==> config.mk <==
export PLATFORM = sky130hd
export DESIGN_NAME = priority_round_robin_scheduler
export DESIGN_NICKNAME = d
export VERILOG_FILES = /design/src/sv/prrs_pkg.sv /design/src/sv/prrs_datapath.sv /design/src/sv/prrs_ctrl.sv /design/src/sv/priority_round_robin_scheduler.sv
export SDC_FILE = /design/constraint.sdc
export NUM_CORES = 1
export LEC_CHECK = 0
export BUFFER_PORTS_ARGS = -buffer_cell sky130_fd_sc_hd__buf_4
export CORE_ASPECT_RATIO = 1.25
export CORE_MARGIN = 5
export CORE_UTILIZATION = 40
export CTS_BUF_LIST = sky130_fd_sc_hd__clkbuf_4
export DETAILED_ROUTE_END_ITERATION = 8
export GPL_ROUTABILITY_DRIVEN = 0
export PLACE_DENSITY = 0.68
export SLEW_MARGIN = 10
export SYNTH_ARGS = -nofsm -noshare
export SYNTH_HDL_FRONTEND = slang
export SYNTH_SLANG_ARGS = --single-unit
==> constraint.sdc <==
create_clock -name clk_i -period 3 [get_ports clk_i]
set_clock_uncertainty 0.15 [all_clocks]
set_input_delay 0.45 -clock clk_i [delete_from_list [all_inputs] [get_ports clk_i]]
set_output_delay 0.45 -clock clk_i [all_outputs]
set_load 0.05 [all_outputs]
==> src/sv/prrs_pkg.sv <==
package prrs_pkg;
  localparam int NumThreads = 16;
  localparam int NumLevels  = 8;
  localparam int TidW = $clog2(NumThreads);
  localparam int LvW  = $clog2(NumLevels);
  localparam int SlotW = $clog2(NumThreads + 1);
  localparam logic [SlotW-1:0] Nil = SlotW'(NumThreads);

  localparam logic [2:0] CmdEnq   = 3'd0;
  localparam logic [2:0] CmdKill  = 3'd1;
  localparam logic [2:0] CmdBlock = 3'd2;
  localparam logic [2:0] CmdPre   = 3'd3;
  localparam logic [2:0] CmdPick  = 3'd4;

  localparam logic [1:0] StOk      = 2'd0;
  localparam logic [1:0] StNotFnd  = 2'd1;
  localparam logic [1:0] StRunning = 2'd2;
  localparam logic [1:0] StNoReady = 2'd3;

  typedef enum logic [2:0] {
    S_IDLE, S_DECODE, S_WALK, S_APPEND, S_PICK, S_OUT
  } state_e;

  typedef struct packed {
    logic load;      // capture input item
    logic decode;    // evaluate command, set target
    logic walk_step; // one list step
    logic append;
    logic pick_step; // one level step
    logic out_valid;
  } cmd_t;

  typedef struct packed {
    logic need_walk;
    logic need_append;
    logic need_pick;
    logic walk_done;
    logic pick_done;
  } sts_t;
endpackage

==> src/sv/prrs_datapath.sv <==
module prrs_datapath (
  input  logic             clk_i,
  input  logic             rst_ni,
  input  prrs_pkg::cmd_t   ctl_i,
  output prrs_pkg::sts_t   sts_o,
  input  logic [9:0]       in_data_i,
  output logic [7:0]       out_data_o
);
  localparam int TW = prrs_pkg::TidW;
  localparam int LW = prrs_pkg::LvW;
  localparam int SW = prrs_pkg::SlotW;
  localparam int NT = prrs_pkg::NumThreads;
  localparam int NL = prrs_pkg::NumLevels;

  logic [NT-1:0]         queued_q;
  logic [LW-1:0]         level_q [NT];
  logic [SW-1:0]         link_q [NT];
  logic [SW-1:0]         head_q [NL];
  logic [SW-1:0]         tail_q [NL];
  logic [TW-1:0]         run_q;
  logic                  runv_q;

  logic [2:0]    cmd_q;
  logic [3:0]    tid_q;
  logic [2:0]    pri_q;
  logic [TW-1:0] tgt_q;
  logic [LW-1:0] alv_q;
  logic [LW-1:0] wlv_q;
  logic [SW-1:0] prev_q, cur_q;
  logic [SW-1:0] steps_q;
  logic [LW:0]   plv_q;
  logic          nwalk_q, napp_q, npick_q, found_q;
  logic [1:0]    st_q;
  logic [3:0]    nt_q;
  logic          nv_q, sw_q;

  logic [LW-1:0] pri_sat;
  logic          tid_ok;
  logic [TW-1:0] tid_t;
  logic          cur_hit;
  logic [SW-1:0] tgt_link;
  logic [SW-1:0] ph;

  always_comb begin
    pri_sat = (32'(pri_q) >= NL) ? LW'(NL - 1) : LW'(pri_q);
    tid_ok  = 32'(tid_q) < NT;
    tid_t   = TW'(tid_q);
    cur_hit = (cur_q == {1'b0, tgt_q});
    tgt_link = link_q[tgt_q];
    ph = head_q[plv_q[LW-1:0]];
  end

  assign sts_o.need_walk   = nwalk_q;
  assign sts_o.need_append = napp_q;
  assign sts_o.need_pick   = npick_q;
  assign sts_o.walk_done   = found_q || cur_q >= prrs_pkg::Nil || steps_q >= SW'(NT);
  assign sts_o.pick_done   = found_q || plv_q == (LW+1)'(NL);
  assign out_data_o = {sw_q, nv_q, nt_q, st_q};

  always_ff @(posedge clk_i or negedge rst_ni) begin
    if (!rst_ni) begin
      queued_q <= '0;
      runv_q   <= 1'b0;
      run_q    <= '0;
      for (int i = 0; i < NT; i++) level_q[i] <= '0;
      for (int i = 0; i < NL; i++) begin
        head_q[i] <= prrs_pkg::Nil;
        tail_q[i] <= prrs_pkg::Nil;
      end
    end else begin
      if (ctl_i.walk_step && !found_q && cur_q < prrs_pkg::Nil && cur_hit) begin
        if (prev_q == prrs_pkg::Nil) head_q[wlv_q] <= tgt_link;
        else link_q[prev_q[TW-1:0]] <= tgt_link;
        if (tail_q[wlv_q] == {1'b0, tgt_q}) tail_q[wlv_q] <= prev_q;
      end
      if (ctl_i.walk_step && sts_o.walk_done) begin
        queued_q[tgt_q] <= 1'b0;
        link_q[tgt_q]   <= prrs_pkg::Nil;
      end
      if (ctl_i.append) begin
        link_q[tgt_q] <= prrs_pkg::Nil;
        if (head_q[alv_q] >= prrs_pkg::Nil) head_q[alv_q] <= {1'b0, tgt_q};
        else if (tail_q[alv_q] < prrs_pkg::Nil) link_q[tail_q[alv_q][TW-1:0]] <= {1'b0, tgt_q};
        tail_q[alv_q]   <= {1'b0, tgt_q};
        queued_q[tgt_q] <= 1'b1;
        level_q[tgt_q]  <= alv_q;
      end
      if (ctl_i.pick_step && !found_q && plv_q != (LW+1)'(NL) && ph < prrs_pkg::Nil) begin
        run_q  <= ph[TW-1:0];
        runv_q <= 1'b1;
      end
    end
  end

  always_ff @(posedge clk_i) begin
    if (ctl_i.load) begin
      cmd_q <= in_data_i[2:0];
      tid_q <= in_data_i[6:3];
      pri_q <= in_data_i[9:7];
    end
    if (ctl_i.decode) begin
      st_q <= prrs_pkg::StOk; nt_q <= '0; nv_q <= 1'b0; sw_q <= 1'b0;
      nwalk_q <= 1'b0; napp_q <= 1'b0; npick_q <= 1'b0;
      found_q <= 1'b0; steps_q <= '0; prev_q <= prrs_pkg::Nil;
      plv_q <= '0;
      unique case (cmd_q) inside
        prrs_pkg::CmdEnq: begin
          if (!tid_ok) st_q <= prrs_pkg::StNotFnd;
          else begin
            tgt_q <= tid_t; alv_q <= pri_sat; wlv_q <= level_q[tid_t];
            cur_q <= head_q[level_q[tid_t]];
            nwalk_q <= queued_q[tid_t]; napp_q <= 1'b1;
          end
        end
        prrs_pkg::CmdKill: begin
          if (runv_q && {1'b0, run_q} == {1'b0, tid_q}) st_q <= prrs_pkg::StRunning;
          else if (!tid_ok || !queued_q[tid_t]) st_q <= prrs_pkg::StNotFnd;
          else begin
            tgt_q <= tid_t; wlv_q <= level_q[tid_t];
            cur_q <= head_q[level_q[tid_t]]; nwalk_q <= 1'b1;
          end
        end
        prrs_pkg::CmdBlock: begin
          if (!runv_q || !queued_q[run_q]) st_q <= prrs_pkg::StNotFnd;
          else begin
            tgt_q <= run_q; wlv_q <= level_q[run_q];
            cur_q <= head_q[level_q[run_q]]; nwalk_q <= 1'b1;
          end
        end
        prrs_pkg::CmdPre, prrs_pkg::CmdPick: begin
          npick_q <= 1'b1;
          if (cmd_q == prrs_pkg::CmdPre && runv_q && queued_q[run_q]) begin
            tgt_q <= run_q; wlv_q <= level_q[run_q]; alv_q <= level_q[run_q];
            cur_q <= head_q[level_q[run_q]]; nwalk_q <= 1'b1; napp_q <= 1'b1;
          end
        end
        default: ;
      endcase
    end
    if (ctl_i.walk_step) begin
      if (sts_o.walk_done) found_q <= 1'b0;
      else begin
        if (cur_hit) found_q <= 1'b1;
        prev_q  <= cur_q;
        cur_q   <= link_q[cur_q[TW-1:0]];
        steps_q <= steps_q + 1'b1;
      end
    end
    if (ctl_i.pick_step && !sts_o.pick_done) begin
      if (ph < prrs_pkg::Nil) begin
        found_q <= 1'b1;
        nt_q <= 4'(ph[TW-1:0]); nv_q <= 1'b1;
        sw_q <= !runv_q || run_q != ph[TW-1:0];
      end else begin
        plv_q <= plv_q + 1'b1;
        if (plv_q == (LW+1)'(NL - 1)) begin
          if (runv_q && level_q[run_q] == LW'(NL - 1)) begin
            nt_q <= 4'(run_q); nv_q <= 1'b1;
          end else st_q <= prrs_pkg::StNoReady;
        end
      end
    end
  end
endmodule

==> src/sv/prrs_ctrl.sv <==
module prrs_ctrl (
  input  logic           clk_i,
  input  logic           rst_ni,
  input  logic           in_valid_i,
  output logic           in_ready_o,
  output logic           out_valid_o,
  input  logic           out_ready_i,
  input  prrs_pkg::sts_t sts_i,
  output prrs_pkg::cmd_t ctl_o
);
  prrs_pkg::state_e state_q, state_d;

  always_ff @(posedge clk_i or negedge rst_ni) begin
    if (!rst_ni) state_q <= prrs_pkg::S_IDLE;
    else state_q <= state_d;
  end

  always_comb begin
    state_d = state_q;
    ctl_o = '0;
    in_ready_o = 1'b0;
    out_valid_o = 1'b0;
    unique case (state_q)
      prrs_pkg::S_IDLE: begin
        in_ready_o = 1'b1;
        if (in_valid_i) begin
          ctl_o.load = 1'b1;
          state_d = prrs_pkg::S_DECODE;
        end
      end
      prrs_pkg::S_DECODE: begin
        ctl_o.decode = 1'b1;
        state_d = prrs_pkg::S_WALK;
      end
      prrs_pkg::S_WALK: begin
        if (!sts_i.need_walk) state_d = prrs_pkg::S_APPEND;
        else begin
          ctl_o.walk_step = 1'b1;
          if (sts_i.walk_done) state_d = prrs_pkg::S_APPEND;
        end
      end
      prrs_pkg::S_APPEND: begin
        ctl_o.append = sts_i.need_append;
        state_d = sts_i.need_pick ? prrs_pkg::S_PICK : prrs_pkg::S_OUT;
      end
      prrs_pkg::S_PICK: begin
        ctl_o.pick_step = 1'b1;
        if (sts_i.pick_done) state_d = prrs_pkg::S_OUT;
      end
      prrs_pkg::S_OUT: begin
        out_valid_o = 1'b1;
        if (out_ready_i) state_d = prrs_pkg::S_IDLE;
      end
      default: state_d = prrs_pkg::S_IDLE;
    endcase
  end
endmodule

==> src/sv/priority_round_robin_scheduler.sv <==
// Multilevel priority ready-queue scheduler, one linked FIFO per level, level 0
// highest and the last level idle. One item at a time: accept, decode, then a list
// walk when a thread is unlinked, an append step, and a level scan for pick commands,
// then the result holds until taken. The walk and the scan set the worst case from
// one accepted item to the next.
module priority_round_robin_scheduler (
  input  logic       clk_i,
  input  logic       rst_ni,
  input  logic       s_axis_tvalid,
  output logic       s_axis_tready,
  input  logic [15:0] s_axis_tdata, // command[2:0], thread_id[6:3], priority_req[9:7]
  output logic       m_axis_tvalid,
  input  logic       m_axis_tready,
  output logic [7:0] m_axis_tdata   // status[1:0], next_thread[5:2], next_valid[6], switched[7]
);
  prrs_pkg::cmd_t ctl;
  prrs_pkg::sts_t sts;

  prrs_ctrl u_ctrl (
    .clk_i, .rst_ni,
    .in_valid_i(s_axis_tvalid), .in_ready_o(s_axis_tready),
    .out_valid_o(m_axis_tvalid), .out_ready_i(m_axis_tready),
    .sts_i(sts), .ctl_o(ctl)
  );

  prrs_datapath u_dp (
    .clk_i, .rst_ni, .ctl_i(ctl), .sts_o(sts),
    .in_data_i(s_axis_tdata[9:0]), .out_data_o(m_axis_tdata)
  );
endmodule

## Yosys cells after proc, flatten, opt, wreduce, memory -nomap -nowiden

Memory sizes are Yosys's and may differ from the RTL's. A register that Yosys moved wholly into a read port is not among the register bits.
Index checks and enable logic that the tools add are counted.

| storage, ports and cells | value |
|---|---|
| bits in registers | 203 |
| memory bits (writable) | 80 |
| input port bits | 20 |
| memories | 1 |

| operators by class | value |
|---|---|
| add/sub/neg operators | 2 |
| $lt $le $gt $ge | 21 |
| eq/ne operators | 27 |
| muxes and demuxes | 145 |
| bitwise operators | 15 |
| reduce and logical (&&, ||, !) cells | 38 |

Memories:

| name | words | bits a word | rd ports | clocked after Yosys merged registers in | write ports | line | text |
|---|---|---|---|---|---|---|---|
| u_dp.link_q | 16 | 5 | 2 | 2 | 2 | prrs_datapath.sv:17 | `logic [SW-1:0] link_q [NT];` |

Operator list:

| kind | number |
|---|---|
| $mux 40 | 7 |
| $bwmux 40 | 4 |
| $mux 5 | 29 |
| $bmux 5 s3 | 6 |
| $mux 4 | 14 |
| $bwmux 48 | 1 |
| $mux 1 | 46 |
| $mux 3 | 14 |
| $mux 16 | 2 |
| $demux 5 s3 | 2 |
| $ge 5x5->1 const B | 6 |
| $bmux 3 s4 | 2 |
| $ge 4x4->1 const B | 5 |
| $logic_and 1x1->1 | 20 |
| $not 3->4 | 5 |
| $pmux 5 s4 | 1 |
| $pmux 3 s6 | 1 |
| $and 16x16->16 | 1 |
| $not 16->16 | 1 |
| $or 16x16->16 | 1 |
| $pmux 4 s4 | 1 |
| $lt 4x5->1 const B | 3 |
| $lt 5x5->1 const B | 3 |
| $not 4->5 | 3 |
| 40 further kinds | 70 |

## Longest topological paths before layout

| logic depth | value |
|---|---|
| depth in word-level cells | 14 |
| gate-level depth with buffers | 11 |
| mapped depth without buffers | 9 |

## Hierarchy

A second synthesis with hierarchy kept.

| unflattened totals | value |
|---|---|
| cells, all modules | 1643 |
| area total of the unflattened synthesis | 17420.5 um^2 |

By module, submodules not included:

| module | times used | cells each | area an instance (um^2) | seq. area each (um^2) |
|---|---|---|---|---|
| prrs_datapath | 1 | 1616 | 17171.5 | 7322.0 |
| prrs_ctrl | 1 | 27 | 249.0 | 75.1 |

## Least setup slack after synthesis

No wires, ideal clock.

| timing | value |
|---|---|
| path kind | register to register |
| start | reg u_dp.plv_q[0] |
| end | reg u_dp.plv_q[2] |
| setup time | 0.126 ns |
| arrival | 2.687 ns |
| required time | 2.724 ns |
| path slack | 0.037 ns |
| cell stages (with the launch flop) | 12 |
| buffers on the path | 2 |
| path through | dfxtp_1 -> clkbuf_1 -> buf_1 -> inv_1 -> ha_1 -> nand2_1 -> nor2_1 -> nor4b_1 -> nand2b_1 -> and2_1 -> o21ai_0 -> o21ai_0 |

| on the way | value |
|---|---|
| cells in the longest elaborated chain, start to end | 7 |

RTL lines:

| element | line | text |
|---|---|---|
| start, declared | prrs_datapath.sv:31 | `logic [LW:0] plv_q;` |
| start signal, assigned | prrs_datapath.sv:155 | `plv_q <= plv_q + 1'b1;` |
| $not 3->4 (implied by the code) | prrs_datapath.sv:50 | `ph = head_q[plv_q[LW-1:0]];` |
| $bmux 5 s3 | prrs_datapath.sv:50 |  |
| $mux 5 (implied by the code) (2 in a row) | prrs_datapath.sv:50 |  |
| $lt 5x5->1 | prrs_datapath.sv:150 | `if (ph < prrs_pkg::Nil) begin` |
| $mux 4 | prrs_datapath.sv:150 |  |
| $mux 4 * | prrs_datapath.sv:149 | `if (ctl_i.pick_step && !sts_o.pick_done) begin` |

Every way passes the cells marked *; elsewhere a longest branch is shown, timed or not. The select of a mux whose other input is x is not followed.
A chain may end at the register's enable or synchronous reset.

## Final worst setup path

| timing | value |
|---|---|
| start | reg u_dp.tid_q[2] |
| end | reg u_dp.cur_q[0] |

| on the way | value |
|---|---|
| cells in the longest elaborated chain, start to end | 14 |

RTL lines:

| element | line | text |
|---|---|---|
| start, declared | prrs_datapath.sv:24 | `logic [3:0] tid_q;` |
| start signal, assigned | prrs_datapath.sv:98 | `tid_q <= in_data_i[6:3];` |
| $not 4->5 (implied by the code) | prrs_datapath.sv:111, prrs_datapath.sv:120 |  |
| $bmux 3 s4 | prrs_datapath.sv:111, prrs_datapath.sv:120 |  |
| $mux 3 (implied by the code) (2 in a row) | prrs_datapath.sv:111, prrs_datapath.sv:120 |  |
| $not 3->4 (implied by the code) | prrs_datapath.sv:111, prrs_datapath.sv:120 |  |
| $bmux 5 s3 | prrs_datapath.sv:111, prrs_datapath.sv:120 |  |
| $mux 5 (implied by the code) (2 in a row) | prrs_datapath.sv:111, prrs_datapath.sv:120 |  |
| $mux 5 | prrs_datapath.sv:117 | `else if (!tid_ok \|\| !queued_q[tid_t]) st_q <= prrs_pkg::StNotFnd;` |
| $mux 5 | prrs_datapath.sv:116 | `if (runv_q && {1'b0, run_q} == {1'b0, tid_q}) st_q <= prrs_pkg::StRunning;` |
| $pmux 5 s4 * | prrs_datapath.sv:106 | `unique case (cmd_q) inside` |
| $mux 5 * | prrs_datapath.sv:101 | `if (ctl_i.decode) begin` |
| $mux 5 | prrs_datapath.sv:141 | `if (sts_o.walk_done) found_q <= 1'b0;` |
| $mux 5 * | prrs_datapath.sv:140 | `if (ctl_i.walk_step) begin` |
| end signal, assigned | prrs_datapath.sv:111 | `cur_q <= head_q[level_q[tid_t]];` |
| end signal, assigned | prrs_datapath.sv:145 | `cur_q <= link_q[cur_q[TW-1:0]];` |
| end, declared | prrs_datapath.sv:29 | `logic [SW-1:0] prev_q, cur_q;` |

Marks and branches as above.

==> metrics <==
Crit. End Element=flip-flop; FMAX=0.311 GHz; syn_nets=1538; layout cells sized above 1=0.346; Synth top area share=0.203; Synth Warn #=0; CP Launch Type=flip-flop; top-count cell post-synth=mux2i_1; Final Max Tran Viols=0; Sw Ratio=0.361; reg2reg path depth=10; main flop type after synthesis=dfrtp_1; Area after DPL=18600 µm²; # DRC=0; # nets final=1734; status=complete, but fails checks; total power=14.3 mW; area grow syn2layout=21.3%; std cell rows=84; Placeable Area=41800 µm²; Post-synth top cells=189 x mux2i_1, 138 x nor2_1, 136 x dfrtp_1, 121 x nand2_1, 112 x dfxtp_1; final-report hold violation count=0; vias per cell=5.85; insertion delay to the later sink of the worst-skew pair=0.77 ns; largest family of logic cells by synthesized area=multiplexers; Synth Instances=1515; sequential element share of the synthesized area=0.403; RSZ-0062 raised after global routing=true; Seq pwr share=0.383; initial antenna violation count=1; Clock Power Share=0.246; Fillers=3740; Tmin final=3.22 ns; H-tree depth=3; xor/xnor cell area share of the yosys netlist=0.0135; Hold WC Path Type=in -> async; Post-synth EDFFs=23; Die W=193 µm; DPL Wire Length=36200 µm; ys async rst share=0.530; mux contribution to synthesized area=0.317; Compound-Gate Fraction of Synth Area=0.0823; CTS tree=yes; grt ovf=0; combinational power share=0.371; failing checks=negative setup slack; area leader, netlist=dfrtp_1; average cell area after synthesis=11.1 µm²; Inserted Clock Buffers=73; first-pass GRT wire length=79500 µm; worst-case clock buffer depth=3; Die Y=239 µm; Worst-path clk slew=0.08 ns; final setup vio count=4; vias in the first global route=14100; Max transition margin=0.340; via count=13600; post-route ant nets=0; slew at the pin with the worst max-slew slack=0.990 ns; Synth Area in Adders=0.00224; 1st-iter DRT viols=1413; peak supply drop=0.000376 V; Netlist Area Pre-Place=16800 µm²; root buf cell=clkbuf_4; Critical Path RT=3.44 ns; maxcap violations=0; Starting Density=0.401; area occupied by multi-input gates=9770 µm²; largest cells by area after synthesis=dfrtp_1 20%, mux4_2 15%, dfxtp_1 13%; Psw=5.17 mW; synth unique cells=80; post-synthesis simple-gate area fraction=0.146; All-Layer GR Usage=0.221; drt total wl=50700 µm; Util after Layout=0.486; clock sink count=287; Register Area=6760 µm²; ratio of final minimum period to clock period=1.07; crit path max fanout=8; internal power=9.15 mW; final worst slack=-0.215 ns; crit path DAT=3.66 ns; crit path kind=reg -> reg; flops & latches, synth=287; dpl ws=-0.309 ns; design area=20300 µm²; P_leak=8.85 nW; I/O pins=30; router iterations before antenna repair=5; port bufs=23; PD cells=704 nW/µm²; wire per inst=21.8 µm; largest net degree at the start of global routing=75; die area=46200 µm²
-- cell type report --
| class | count | area share |
|---|---|---|
| clock buffer | 104 | 0.0384 |
| clock inverter | 28 | 0.00941 |
| tap | 559 | 0.0344 |
| inverter | 28 | 0.00517 |
| sequential | 287 | 0.332 |
| timing repair buffer | 232 | 0.100 |
| antenna | 1 | 0.000123 |
| multi-input combinational | 1089 | 0.480 |
-- sequential cells by signal (all words and copies together) (netlist names), 4 cells and up, named ones only --
signal / flops
u_dp.link_q: 80
u_dp.level_q: 48
u_dp.head_q: 40
u_dp.tail_q: 40
u_dp.cur_q: 5
u_dp.prev_q: 5
u_dp.steps_q: 5
u_dp.nt_q: 4
u_dp.plv_q: 4
u_dp.run_q: 4
u_dp.tgt_q: 4
u_dp.tid_q: 4
-- metrics by stage --
step | instances | TNS [ns] | hold WS [ns]
finish | 2328 | -0.485 | 0.183
global route | 2328 | -1.11 | 0.193
CTS | 2314 | -0.269 | 0.128
global placement | 2157 | -1.48 | 0.279
detailed placement | 2157 | -2.72 | 0.283
floorplan | 1515 | 0 | 0.00441
-- power by group through the flow --
stage                     clock [mW]  combinational, mW  sequential, mW
after detailed placement           0               4.88            5.52
after global routing            3.83               5.69            5.56
final                           3.53               5.31            5.48
after floorplan                    0               3.37            5.21
after CTS                       3.61               5.06            5.45
after global placement             0               4.75            5.46
-- per-layer routing --
| metal | global-route usage | vias up | part of all wire |
|---|---|---|---|
| met5 | 0 | - | 0 |
| met4 | 0.146 | 0 | 0.067 |
| met3 | 0.0415 | 183 | 0.069 |
| met2 | 0.369 | 636 | 0.50 |
| met1 | 0.257 | 6727 | 0.36 |
| li1 | - | 6066 | - |
-- repair_timing --
item	4_1_cts	5_1_grt
endpoints found under the hold margin	80	0
cloned	0	2
buffers inserted	13	14
pin swaps	4	14
resized for setup	41	38
hold buffers	13	0
setup endpoints to repair	57	128
-- critical path: stages, from the launching register on --
cell and delay [ns]:
edfxtp_1 0.42, buf_6 0.14, mux4_2 0.50, mux4_2 0.59, buf_6 0.18, buf_4 0.14
a211oi_2 0.25, nor4_2 0.07, nor4b_2 0.38, buf_4 0.18, o22ai_1 0.07
-- final timing paths --
check | from | end | slack [ns]
max | u_dp.tid_q[2] | u_dp.cur_q[0] | -0.22
min | rst_ni | u_dp.tail_q[12] | 0.18
max reg2reg | u_dp.tid_q[2] | u_dp.cur_q[0] | -0.22
min reg2reg | u_dp.steps_q[4] | u_dp.steps_q[4] | 0.30
max in group asynchronous | rst_ni | u_dp.level_q[17] | 0.97
min in group clk_i | s_axis_tdata[4] | u_dp.tid_q[1] | 0.28
-- placed cells by master (no fill, tap or decap), types with 6 or more instances in the layout --
cell type	count
a211oi_1	6
a21oi_1	54
and2_1	9
and3_1	12
buf_12	16
buf_4	189
buf_6	11
clkbuf_4	104
clkinv_1	20
dfrtp_1	136
dfstp_2	16
dfxtp_1	112
dlygate4sd3_1	13
edfxtp_1	23
inv_1	27
mux2_2	66
mux2_4	7
mux2i_1	187
mux4_2	112
nand2_1	121
nand2b_1	38
nand3_1	38
nand3_4	16
nand3b_1	6
nand4_1	8
nor2_1	136
nor2b_1	13
nor3_1	12
nor4_2	6
nor4_4	9
o211ai_1	11
o21ai_0	48
o21ai_1	28
o22ai_1	13
or2_2	7
xnor2_1	11
xor2_1	11
-- kinds of logic after synthesis --
kind of cell,after synthesis
mux,378
flops,287
fa+ha+maj,3
buf+inv,139
simple gates,461
compound gates,222
xor+xnor,25
Power figures use the tool's default switching activity.
